===== config.mk =====
export PLATFORM = sky130hd
export DESIGN_NAME = sacl_divider
export DESIGN_NICKNAME = d
export VERILOG_FILES = /design/src/sacl_divider.sv
export SDC_FILE = /design/constraint.sdc
export NUM_CORES = 1
export LEC_CHECK = 0
export BUFFER_PORTS_ARGS = -buffer_cell sky130_fd_sc_hd__buf_4
export CELL_PAD_IN_SITES_DETAIL_PLACEMENT = 0
export CELL_PAD_IN_SITES_GLOBAL_PLACEMENT = 2
export CORE_MARGIN = 8
export CORE_UTILIZATION = 37
export CTS_BUF_LIST = sky130_fd_sc_hd__clkbuf_8
export CTS_CLUSTER_SIZE = 12
export DETAILED_ROUTE_END_ITERATION = 10
export MAX_ROUTING_LAYER = met4
export PLACE_DENSITY_LB_ADDON = 0.12
export SYNTH_ARGS = -nofsm -noshare
export SYNTH_HDL_FRONTEND = slang
export SYNTH_SLANG_ARGS = --single-unit

===== constraint.sdc =====
create_clock -name clk -period 4.2 [get_ports clk]
set_input_delay 0.42 -clock clk [delete_from_list [all_inputs] [get_ports clk]]
set_output_delay 0.42 -clock clk [all_outputs]
set_load 0.02 [all_outputs]

===== src/sacl_divider.sv =====
// restoring serial divider, one quotient bit per cycle
// uses nothing from the package
`default_nettype none
module sacl_divider #(
    parameter int ADDR_BITS = 32,
    parameter int DIV_BITS = 7
) (
    input  wire logic                 clk,
    input  wire logic                 rst_n,
    input  wire logic                 start,
    input  wire logic [ADDR_BITS-1:0] dividend,
    input  wire logic [DIV_BITS-1:0]  divisor,
    output logic                      done,
    output logic [ADDR_BITS-1:0]      quotient,
    output logic [DIV_BITS-1:0]       remainder
);
    localparam int CW = $clog2(ADDR_BITS + 1);
    logic [ADDR_BITS-1:0] q_reg;
    logic [DIV_BITS:0]    r_reg;
    logic [DIV_BITS-1:0]  d_reg;
    logic [CW-1:0]        cnt_reg;
    logic                 busy_reg;
    logic [DIV_BITS:0]    trial;
    logic [DIV_BITS:0]    diff;

    assign trial = {r_reg[DIV_BITS-1:0], q_reg[ADDR_BITS-1]};
    assign diff = trial - {1'b0, d_reg};

    always_ff @(posedge clk or negedge rst_n)
    begin
        if (!rst_n)
        begin
            busy_reg <= 1'b0;
            cnt_reg <= '0;
            done <= 1'b0;
        end
        else
        begin
            done <= 1'b0;
            if (start)
            begin
                busy_reg <= 1'b1;
                cnt_reg <= CW'(ADDR_BITS);
            end
            else if (busy_reg)
            begin
                cnt_reg <= cnt_reg - 1'b1;
                if (cnt_reg == CW'(1))
                begin
                    busy_reg <= 1'b0;
                    done <= 1'b1;
                end
            end
        end
    end

    always_ff @(posedge clk)
    begin
        if (start)
        begin
            q_reg <= dividend;
            r_reg <= '0;
            d_reg <= divisor;
        end
        else if (busy_reg)
        begin
            if (!diff[DIV_BITS])
            begin
                r_reg <= diff;
                q_reg <= {q_reg[ADDR_BITS-2:0], 1'b1};
            end
            else
            begin
                r_reg <= trial;
                q_reg <= {q_reg[ADDR_BITS-2:0], 1'b0};
            end
        end
    end

    assign quotient = q_reg;
    assign remainder = r_reg[DIV_BITS-1:0];
endmodule
`default_nettype wire


== Word-level counts from Yosys, hierarchy flattened ==
Cells that the tools add are included.

* Bits in registers: 54
* Output and inout port bits: 40

* Add/sub/neg operators: 2
* Equal/unequal tests: 1
* Multiplexer cells: 12
* Reduce and logical (&&, ||, !) cells: 1

{| class="wikitable"
|+ Operator list
! kind !! number
|-
| $mux 32 || 2
|-
| $mux 6 || 2
|-
| $sub 8x7->8 || 1
|-
| $mux 1 || 7
|-
| $mux 7 || 1
|-
| $eq 6x1->1 const B || 1
|-
| $sub 6x1->6 const B || 1
|-
| $reduce_bool 2->1 || 1
|}

== Longest topological paths before layout ==
Gate-level depths: netlist of run 1.

* Depth in word-level cells: 4
* Gate-level depth with buffers: 9

== Worst setup path after synthesis of run 1 ==
Ideal clock, no wire load.

* Path type: register to register
* Start point: register q_reg[31] (netlist: quotient[31])
* End point: register r_reg[6]
* Arrival time: 2173 ps
* Setup slack: 1939 ps
* Cell stages (with the launch flop): 10
* Period minus slack after synthesis: 2261 ps
* Path through: edfxtp_1 inv_1 ha_1 inv_1 fa_1 a211o_1 a2111oi_2 nand3b_1 nand3_1 a311oi_2

* Longest elaborated chain between the ends: 2

{| class="wikitable"
|+ Ends and longest elaborated chain
! what !! line !! RTL
|-
| from (decl) || 18 || <nowiki>logic [ADDR_BITS-1:0] q_reg;</nowiki>
|-
| from (signal assigned) || 61 || <nowiki>q_reg <= dividend;</nowiki>
|-
| from (signal assigned) || 70 || <nowiki>q_reg <= {q_reg[ADDR_BITS-2:0], 1'b1};</nowiki>
|-
| from (signal assigned) || 75 || <nowiki>q_reg <= {q_reg[ADDR_BITS-2:0], 1'b0};</nowiki>
|-
| $sub 8x7->8 || 27 || <nowiki>assign diff = trial - {1'b0, d_reg};</nowiki>
|-
| $mux 7 || 67 || <nowiki>if (!diff[DIV_BITS])</nowiki>
|-
| to (signal assigned) || 69 || <nowiki>r_reg <= diff;</nowiki>
|-
| to (signal assigned) || 74 || <nowiki>r_reg <= trial;</nowiki>
|-
| to (decl) || 19 || <nowiki>logic [DIV_BITS:0] r_reg;</nowiki>
|}

No other way between the ends.
A chain may end at the register's enable or synchronous reset.

== Worst setup path after layout of run 1 ==
Ends and elaborated chain as after synthesis.

==> results of run 1 <==
-- area by class of cell --
cell class	count	area share [%]
clock buffer	5	1.971
sequential	54	43.28
inverter	13	1.397
clock inverter	3	1.362
multi-input combinational	125	30.53
timing repair buffer	83	17.91
tap	99	3.547
-- layer usage --
layer / vias up / GRT usage [%]
li1: 912 / -
met1: 894 / 15.95
met2: 51 / 17.83
met3: 5 / 4.627
met4: 0 / 3.837
met5: - / -
-- synth_stat cells, types with 2 or more instances --
cell      number
dfxtp_1        7
dfrtp_1        8
nand2_1        7
nor3_1         2
nor4_1         2
nand2_2        2
a21oi_1        3
xor2_1         3
ha_1           9
a31oi_4        2
edfxtp_1      39
clkbuf_1       4
a31o_2         2
buf_1          2
xnor2_1        5
mux2_2        31
nor2_1        14
o21ai_1        7
inv_1         13
a211oi_1       2
o21ai_0        2
a311oi_1       5
nand3_1        7
-- final timing paths --
| check | from | to | slack (ns) | depth (start not counted) |
|---|---|---|---|---|
| max | quotient[31] | r_reg[6] | 1.94 | 9 |
| min | divisor[3] | d_reg[3] | 0.28 | 1 |
| max reg2reg | quotient[31] | r_reg[6] | 1.94 | 9 |
| min reg2reg | cnt_reg[5] | cnt_reg[5] | 0.54 | 2 |
| max in group asynchronous | rst_n | cnt_reg[5] | 3.63 | 2 |
| min in group asynchronous | rst_n | cnt_reg[1] | 0.44 | 2 |
-- layout by cell type, fill, tap and decap left out, types with 8 or more instances in the layout --
cell	Yosys	final
ha_1	9	9
mux2_2	31	31
buf_4	0	82
inv_1	13	13
nor2_1	14	14
edfxtp_1	39	39
dfrtp_1	8	8
-- power by group through the flow --
stage | sequential, W | combinational [W] | clock, W
3_3_place_gp | 0.000780 | 0.000626 | 0
6_report | 0.000766 | 0.000619 | 0.000370
4_1_cts | 0.000769 | 0.000627 | 0.000386
5_1_grt | 0.000786 | 0.000682 | 0.000405
3_5_place_dp | 0.000778 | 0.000624 | 0
2_1_floorplan | 0.000843 | 0.000341 | 0
-- worst max-delay path: cells and delay by family, from the launching register on --
kind                       cells  cell delay [ns]
buffers and inverters          2             0.14
adders and majority gates      2             0.57
and+or+nand+nor                2             0.24
AOI/OAI and AO/OA              3             0.83
DFF                            1             0.39
-- kinds of logic after synthesis --
| group | after synthesis | synth area share, % |
|---|---|---|
| compound gates | 35 | 11.55 |
| flops | 54 | 56.95 |
| xor+xnor | 8 | 2.640 |
| mux | 31 | 13.15 |
| buf+inv | 20 | 2.876 |
| simple gates | 41 | 7.827 |
| fa+ha+maj | 10 | 4.998 |
-- through the flow --
step / hold WS [ns] / setup slack (ns) / cell area (um2) / power (W) / util, %
finish: 0.2793 / 1.943 / 3492 / 0.001754 / 49.20
global route: 0.2543 / 1.766 / 3492 / 0.001872 / 49.20
CTS: 0.2615 / 1.935 / 3492 / 0.001782 / 49.20
detailed placement: 0.2418 / 1.978 / 3366 / 0.001402 / 47.42
global placement: 0.2438 / 1.995 / 3366 / 0.001406 / 47.42
floorplan: 0.1244 / 1.939 / 2654 / 0.001183 / -
-- timing repair --
| item | CTS | global route |
|---|---|---|
| setup endpoints to repair | 0 | 0 |
| endpoints found under the hold margin | 8 | 0 |
| resized for setup | 0 | 0 |
| hold buffers | 1 | 0 |
==> impl_metrics.env, run 1 <==
export IMPL_crit_top_cell="inv_1"
export IMPL_yosys_register_bits=54
export IMPL_clock_power_share_pct=21.1
export IMPL_port_buffers=81
export IMPL_synthTopCellsByArea="edfxtp_1 (44%), mux2_2 (13%), dfrtp_1 (7.5%)"
export IMPL_diodes=0
export IMPL_cp_slowest_stage_delay_ns=0.40
export IMPL_synth_avg_cell_area_um2=13.34
export IMPL_largest_register_ffs=32
export IMPL_worst_path_max_fanout=3
export IMPL_area_growth_pct=31.59
export IMPL_setup_viol=0
export IMPL_syn_inst=199
export IMPL_wl_met2_um=2690
export IMPL_cts_max_level=2
export IMPL_fmax_ghz=0.4431
export IMPL_post_dp_hpwl_um=4283
export IMPL_grt_setup_unrepaired="no"
export IMPL_clkSinkCount=54
export IMPL_hold_viol_final=0
export IMPL_cp_cell_sequence="inv_1, ha_1, inv_1, fa_1, a211o_1, a2111oi_2, nand3b_1, nand3_1, a311oi_2"
export IMPL_first_iter_violations=56
export IMPL_fin_setup_tns_ns=0
export IMPL_dieArea_um2=10140
export IMPL_die_x_um=100.7
export IMPL_grt_overflow=0
export IMPL_routed_wl_um=5862
export IMPL_p_switching_w=0.0006002
export IMPL_highest_layer="met4"
export IMPL_finalNonFillerCells=382
export IMPL_place_inst=373
export IMPL_numCtsBuffers=5
export IMPL_postRouteAntennaNets=0
export IMPL_route_vias_total=1862
export IMPL_multi_input_area_um2=1066
export IMPL_min_period_ns=2.257
export IMPL_grt_pass1_wl_um=9666
export IMPL_synth_edf_count=39
export IMPL_post_cts_setup_buffer_count=0
export IMPL_grt_pass1_vias=2003
export IMPL_p_int_w=0.001154
export IMPL_ys_flop_type="edfxtp_1"
export IMPL_drive_above_1_share_pct=47.70
export IMPL_synth_top_area_cell="edfxtp_1"
export IMPL_rows=31
export IMPL_first_pass_iters=4
export IMPL_met3_length_um=385
export IMPL_wl_met1_um=2733
export IMPL_synth_cell_types=44
export IMPL_core_um2=7098
export IMPL_powerDensity_nw_per_um2=502.4
export IMPL_start_util_pct=37.39
export IMPL_viasPerCell=4.874
export IMPL_wl_per_cell_um=15.35
export IMPL_gp_congestion=0.7861
export IMPL_cts_clk_slew_worst_paths_ns=0.11
export IMPL_cp_end_kind="flip-flop"
export IMPL_arrival_ns=2.49
export IMPL_syn_area_um2=2654
export IMPL_final_nets=334
export IMPL_p_comb_share_pct=35.3
export IMPL_cp_required_ns=4.43
export IMPL_fp_dieH_um=100.7
export IMPL_worst_pin_slew_ns=0.6298
export IMPL_synth_top_area_share_pct=44.13
export IMPL_antenna_found_initial=0
export IMPL_n_fill_cell=666
export IMPL_ys_warnings_count=0
export IMPL_yosysSeqAreaShare_pct=56.95
export IMPL_drc=0
export IMPL_cellLeakagePower_nw=1.468
export IMPL_regArea_um2=1511
export IMPL_critPathLaunchType="flip-flop"
export IMPL_slew_headroom_pct=58.01
export IMPL_critPathSlowestCell="fa_1"
export IMPL_track_usage_pct=12.47
export IMPL_post_route_period_util_pct=53.74
export IMPL_cts_root_buffer="clkbuf_8"
export IMPL_path_class="reg -> reg"
export IMPL_holdCritPathClass="in -> reg"
export IMPL_seqPwrFrac_pct=43.6
export IMPL_slew_violations=0
export IMPL_clock_path_buffers=2
export IMPL_synthArstFlopShare_pct=14.81
export IMPL_peakVddDrop_uv=193.0
export IMPL_grt_max_degree=52
export IMPL_clk_latency_ns=0.31
export IMPL_status="complete, no violations"
export IMPL_p_sw_share_pct=34.21
export IMPL_skew_ns=0.01009
export IMPL_synth_fp_nets=251
export IMPL_io_pins=82
export IMPL_maxCapViolCount=0
export IMPL_tritoncts="done"
Note: power is estimated with default switching activity, not from simulation.
==> run 2, diff against run 1 <==
--- a/config.mk
+++ b/config.mk
@@ -5,11 +5,12 @@
 export SDC_FILE = /design/constraint.sdc
 export NUM_CORES = 1
 export LEC_CHECK = 0
+export ABC_AREA = 1
 export BUFFER_PORTS_ARGS = -buffer_cell sky130_fd_sc_hd__buf_4
 export CELL_PAD_IN_SITES_DETAIL_PLACEMENT = 0
 export CELL_PAD_IN_SITES_GLOBAL_PLACEMENT = 2
 export CORE_MARGIN = 8
-export CORE_UTILIZATION = 37
+export CORE_UTILIZATION = 31
 export CTS_BUF_LIST = sky130_fd_sc_hd__clkbuf_8
 export CTS_CLUSTER_SIZE = 12
 export DETAILED_ROUTE_END_ITERATION = 10
==> constraint.sdc (replaced) <==
create_clock -name clk -period 2.2 [get_ports clk]
set_input_delay 0.22 -clock clk [delete_from_list [all_inputs] [get_ports clk]]
set_output_delay 0.22 -clock clk [all_outputs]
set_load 0.02 [all_outputs]
==> impl_metrics.env, run 2 <==
export IMPL_drc=0
export IMPL_final_nets=436
export IMPL_wl_per_cell_um=13.81
export IMPL_n_fill_cell=880
export IMPL_holdWs_ns=0.08091
export IMPL_grt_max_degree=38
export IMPL_r2r_slack_ns=0.40
export IMPL_dieArea_um2=11920
export IMPL_clock_path_buffers=2
export IMPL_cts_root_buffer="clkbuf_8"
export IMPL_r2r_start="quotient[31]"
export IMPL_cp_cell_sequence="inv_1, ha_1, inv_2, fa_1, nand3_1, nand3_1, xnor2_1, nand2_1, nand3_1, nand2_1"
export IMPL_synthTopCellsByCount="nand2_1 (140), edfxtp_1 (39), inv_1 (28), nand3_1 (15), ha_1 (9)"
export IMPL_core_um2=8551
export IMPL_critPathLaunchType="flip-flop"
export IMPL_place_inst=484
export IMPL_multi_input_area_um2=1032
export IMPL_powerDensity_nw_per_um2=887.5
export IMPL_grt_overflow=0
export IMPL_finalNonFillerCells=493
export IMPL_grt_pass1_vias=2184
export IMPL_maxCapViolCount=0
export IMPL_rows=34
export IMPL_hold_viol_final=0
export IMPL_synthMostInstantiatedCell="nand2_1"
export IMPL_layout_common_cells="nand2_1 (140), buf_4 (82), edfxtp_1 (39)"
export IMPL_path_class="reg -> reg"
export IMPL_placed_cell_area_um2=3415
export IMPL_arrival_ns=2.00
export IMPL_synthTopCellsByArea="edfxtp_1 (44%), nand2_1 (20%), dfrtp_1 (7.4%)"
export IMPL_worst_path_max_fanout=3
export IMPL_cp_slowest_stage_delay_ns=0.42
export IMPL_synth_top_area_cell="edfxtp_1"
export IMPL_start_util_pct=31.47
export IMPL_first_pass_iters=4
export IMPL_yosysSeqAreaShare_pct=56.16
export IMPL_reg2regPathDepth=10
export IMPL_grt_pass1_wl_um=10810
export IMPL_io_pins=82
export IMPL_die_x_um=109.2
export IMPL_gp_congestion=0.7803
export IMPL_cts_max_level=2
export IMPL_largest_register_ffs=32
export IMPL_ys_flop_type="edfxtp_1"
export IMPL_post_cts_setup_buffer_count=0
export IMPL_cts_clk_slew_worst_paths_ns=0.10
export IMPL_fp_dieH_um=109.2
export IMPL_setup_viol=0
export IMPL_drive_above_1_share_pct=27.53
export IMPL_synth_top_area_share_pct=43.51
export IMPL_post_dp_hpwl_um=5146
export IMPL_synth_edf_count=39
export IMPL_design_area_um2=3530
export IMPL_regArea_um2=1511
export IMPL_worst_pin_slew_ns=0.7251
export IMPL_fmax_ghz=0.5567
export IMPL_synth_avg_cell_area_um2=8.941
export IMPL_cp_end_kind="flip-flop"
export IMPL_area_growth_pct=31.15
export IMPL_fin_setup_tns_ns=0
export IMPL_numCtsBuffers=5
export IMPL_holdCritPathClass="in -> reg"
export IMPL_peakVddDrop_uv=308.2
export IMPL_cellLeakagePower_nw=1.786
export IMPL_reg2reg_to="r_reg[4]"
export IMPL_startpoint="quotient[31]"
export IMPL_synthArstFlopShare_pct=14.81
export IMPL_synth_fp_nets=353
export IMPL_grt_setup_unrepaired="no"
export IMPL_tritoncts="done"
export IMPL_syn_inst=301
export IMPL_status="complete, no violations"
export IMPL_clk_latency_ns=0.31
export IMPL_antenna_found_initial=0
export IMPL_dp_slack_ns=0.4133
export IMPL_finalWorstSetupSlack_ns=0.4036
export IMPL_routed_wl_um=6807
export IMPL_slew_violations=0
export IMPL_synth_cell_types=31
export IMPL_track_usage_pct=11.96
export IMPL_route_vias_total=2159
export IMPL_diodes=0
export IMPL_mostFrequentLayoutCell="nand2_1"
export IMPL_yosys_register_bits=54
export IMPL_clkSinkCount=54
export IMPL_slew_headroom_pct=51.59
export IMPL_viasPerCell=4.379
export IMPL_postRouteAntennaNets=0
export IMPL_critPathSlowestCell="fa_1"
export IMPL_port_buffers=81
export IMPL_post_route_period_util_pct=81.65
export IMPL_skew_ns=0.01089
export IMPL_crit_top_cell="nand3_1"
export IMPL_first_iter_violations=135
export IMPL_cp_required_ns=2.40
export IMPL_syn_area_um2=2691
export IMPL_ys_warnings_count=0
export IMPL_crit_end="r_reg[4]"
export IMPL_min_period_ns=1.796
[run 2: changes by cell type after synthesis, sizes merged, moves of 3 or more]
cell,before,now
nand2,9,145
mux2,31,0
inv,13,32
nand3,7,17
a311oi,6,0
nor2,14,9
nand3b,1,5
o21ai,9,5
xnor2,5,2
[run 2: worst min path at each step]
stage / from / end / depth (start not counted)
3_3_place_gp: rst_n / cnt_reg[4] / 1
5_1_grt: divisor[1] / d_reg[1] / 1
6_report: divisor[1] / d_reg[1] / 1
4_1_cts: divisor[1] / d_reg[1] / 1
2_1_floorplan: rst_n / busy_reg / 0
3_5_place_dp: rst_n / cnt_reg[4] / 1
[run 2: metrics by stage]
stage / utilization [%] / total power (W)
after global placement: 39.93 / 0.002564
after floorplan: - / 0.002130
after global routing: 41.28 / 0.003370
after detailed placement: 39.93 / 0.002551
final: 41.28 / 0.003133
after CTS: 41.28 / 0.003186
[run 2: layer usage]
layer / global-route usage [%] / routed length (um) / part of all wire (%) / vias up
li1: - / - / - / 1128
met1: 14.87 / 3152 / 46 / 969
met2: 18.33 / 3159 / 46 / 56
met3: 3.842 / 422 / 6.2 / 6
met4: 3.182 / 73 / 1.1 / 0
met5: - / 0 / 0 / -
[run 2: worst max-delay path: cells and delay by family, from the launching register on]
kind                     cells  cell delay [ns]
adder cells (fa/ha/maj)      2             0.58
XOR/XNOR                     1             0.19
flip-flops                   1             0.40
buffers and inverters        2             0.15
AND/OR/NAND/NOR              5             0.38
[run 2: cell families after synthesis]
logic type / share of synthesized area (%)
XOR/XNOR: 0.9765
AND/OR/NAND/NOR: 29.52
adder cells (fa/ha/maj): 4.928
flip-flops: 56.16
buffers and inverters: 5.485
AO/OA/AOI/OAI: 2.929
[run 2: area by class of cell]
| class | instances | share of cell area, % |
|---|---|---|
| multi-input combinational | 208 | 29.24 |
| clock buffer | 7 | 2.730 |
| clock inverter | 1 | 0.2481 |
| tap | 108 | 3.828 |
| inverter | 32 | 3.403 |
| sequential | 54 | 42.82 |
| timing repair buffer | 83 | 17.72 |
[run 2: where the power goes]
part,total (W),leakage (nW),internal (W),switching (W)
clock network,0.000625,0.0544,0.000289,0.000335
logic,0.00112,1.16,0.000468,0.000653
registers,0.00139,0.574,0.00126,0.000127
[run 2: what timing repair did]
action / in CTS / in global routing
endpoints found under the hold margin: 8 / 0
hold buffers: 1 / 0
gates resized for setup: 0 / 0
==> run 3, diff against run 2 <==
--- a/config.mk
+++ b/config.mk
@@ -10,7 +10,7 @@
 export CELL_PAD_IN_SITES_DETAIL_PLACEMENT = 0
 export CELL_PAD_IN_SITES_GLOBAL_PLACEMENT = 2
 export CORE_MARGIN = 8
-export CORE_UTILIZATION = 31
+export CORE_UTILIZATION = 28
 export CTS_BUF_LIST = sky130_fd_sc_hd__clkbuf_8
 export CTS_CLUSTER_SIZE = 12
 export DETAILED_ROUTE_END_ITERATION = 10
==> constraint.sdc (replaced) <==
create_clock -name clk -period 1.65 [get_ports clk]
set_input_delay 0.165 -clock clk [delete_from_list [all_inputs] [get_ports clk]]
set_output_delay 0.165 -clock clk [all_outputs]
set_load 0.02 [all_outputs]
==> impl_metrics.env, run 3 (synthesis results as in run 2) <==
export IMPL_tritoncts="done"
export IMPL_reg2reg_to="r_reg[6]"
export IMPL_setup_viol=0
export IMPL_largest_register_ffs=32
export IMPL_grt_pass1_wl_um=11970
export IMPL_rows=35
export IMPL_cts_clk_slew_worst_paths_ns=0.11
export IMPL_final_nets=462
export IMPL_grt_max_degree=27
export IMPL_postRouteAntennaNets=0
export IMPL_arrival_ns=1.83
export IMPL_grt_pass1_vias=2421
export IMPL_mostFrequentLayoutCell="nand2_1"
export IMPL_min_path_cells=1
export IMPL_wl_per_cell_um=13.84
export IMPL_min_to="d_reg[2]"
export IMPL_numCtsBuffers=5
export IMPL_dp_slack_ns=-0.02643
export IMPL_slew_violations=0
export IMPL_viasPerCell=4.228
export IMPL_area_growth_pct=44.44
export IMPL_fin_setup_tns_ns=0
export IMPL_fp_dieH_um=114.0
export IMPL_post_route_period_util_pct=98.15
export IMPL_first_iter_violations=86
export IMPL_clk_latency_ns=0.31
export IMPL_path_class="reg -> reg"
export IMPL_antenna_found_initial=0
export IMPL_status="complete, no violations"
export IMPL_grt_overflow=0
export IMPL_cts_max_level=2
export IMPL_cellLeakagePower_nw=1.926
export IMPL_holdCritPathClass="in -> reg"
export IMPL_cp_required_ns=1.86
export IMPL_slew_headroom_pct=77.07
export IMPL_port_buffers=81
export IMPL_first_pass_iters=4
export IMPL_clkSinkCount=54
export IMPL_route_vias_total=2283
export IMPL_hold_viol_final=0
export IMPL_cts_root_buffer="clkbuf_8"
export IMPL_diodes=0
export IMPL_routed_wl_um=7476
export IMPL_worst_pin_slew_ns=0.3440
export IMPL_hp_start="divisor[2]"
export IMPL_r2r_start="quotient[31]"
export IMPL_min_period_ns=1.619
export IMPL_n_fill_cell=962
export IMPL_clock_path_buffers=2
export IMPL_skew_ns=0.01098
export IMPL_worst_path_max_fanout=3
export IMPL_die_x_um=114.0
export IMPL_finalWorstSetupSlack_ns=0.03058
export IMPL_gp_congestion=0.7754
export IMPL_powerDensity_nw_per_um2=1168
export IMPL_start_util_pct=28.99
export IMPL_reg2regPathDepth=12
export IMPL_fmax_ghz=0.6175
export IMPL_cp_end_kind="flip-flop"
export IMPL_layout_common_cells="nand2_1 (134), buf_4 (105), edfxtp_1 (39)"
export IMPL_drc=0
export IMPL_critPathLaunchType="flip-flop"
export IMPL_grt_setup_unrepaired="yes"
export IMPL_r2r_slack_ns=0.03
export IMPL_track_usage_pct=11.77
export IMPL_peakVddDrop_uv=453.2
export IMPL_post_dp_hpwl_um=5486
export IMPL_fin_util_pct=41.87
export IMPL_io_pins=82
export IMPL_maxCapViolCount=0
export IMPL_drive_above_1_share_pct=37.47
export IMPL_core_um2=9284
export IMPL_dieArea_um2=13010
-- run 3: cell count changes in the layout (fill, tap and decap cells not counted), moves of 2 or more --
cell,before,now
nand3_1,15,10
nand3_2,1,6
inv_2,4,7
ha_1,9,3
buf_12,0,2
nand2_2,3,9
nand2_1,140,134
buf_4,82,105
clkbuf_8,7,5
ha_4,0,6
inv_1,28,24
-- run 3: metrics by stage --
step	hold WS [ns]	cells	area, um2	power (W)
2_1_floorplan	-0.1306	301	2694	0.002843
3_3_place_gp	-0.006968	524	3611	0.003634
3_5_place_dp	-0.006927	524	3611	0.003609
4_1_cts	0.01281	535	3749	0.004422
5_1_grt	0.008891	540	3887	0.004858
6_report	0.02346	540	3887	0.004541
-- run 3: area by class of cell --
type	count	area, um2	share of cell area [%]
tap	129	161.4	4.152
multi-input combinational	208	1157	29.77
sequential	54	1511	38.88
clock buffer	5	68.82	1.770
timing repair buffer	109	849.6	21.85
inverter	32	122.6	3.154
clock inverter	3	16.27	0.4184
-- run 3: per-layer routing --
metal	up-vias	global-route usage, %	wire [um]
li1	1184	-	-
met1	1042	14.26	3371
met2	51	19.01	3676
met3	6	3.222	365
met4	0	2.928	63
met5	-	-	0
-- run 3: worst max-delay path, cell delays in order (launching register included) --
cell      delay [ns]
edfxtp_1        0.41
inv_2           0.09
ha_4            0.13
inv_4           0.03
fa_2            0.36
nand2_2         0.11
nand3_2         0.06
nand2_1         0.06
nand2_1         0.05
inv_2           0.06
nand2_2         0.05
nand3_2         0.05
nand2_1         0.05
-- run 3: worst max-delay path by stage --
| stage | startpoint | endpoint | cells after the start |
|---|---|---|---|
| CTS | quotient[31] | r_reg[6] | 12 |
| floorplan | quotient[31] | r_reg[4] | 10 |
| finish | quotient[31] | r_reg[6] | 12 |
| global route | d_reg[4] | r_reg[4] | 10 |
| global placement | quotient[31] | r_reg[6] | 12 |
| detailed placement | quotient[31] | r_reg[6] | 12 |
-- run 3: where the power goes --
group	switching (W)	total, W	leakage [nW]	internal [W]
combinational	0.00102	0.00194	1.31	0.000916
sequential	0.000161	0.00184	0.574	0.00168
clock	0.000468	0.000761	0.0416	0.000293
total	0.00165	0.00454	1.93	0.00289
-- run 3: timing repair --
item | 4_1_cts | 5_1_grt
pin swaps | 4 | 10
setup buffers | 2 | 5
resized for setup | 7 | 18
endpoints found under the hold margin | 8 | 0
hold buffers | 1 | 0
setup endpoints to repair | 1 | 8
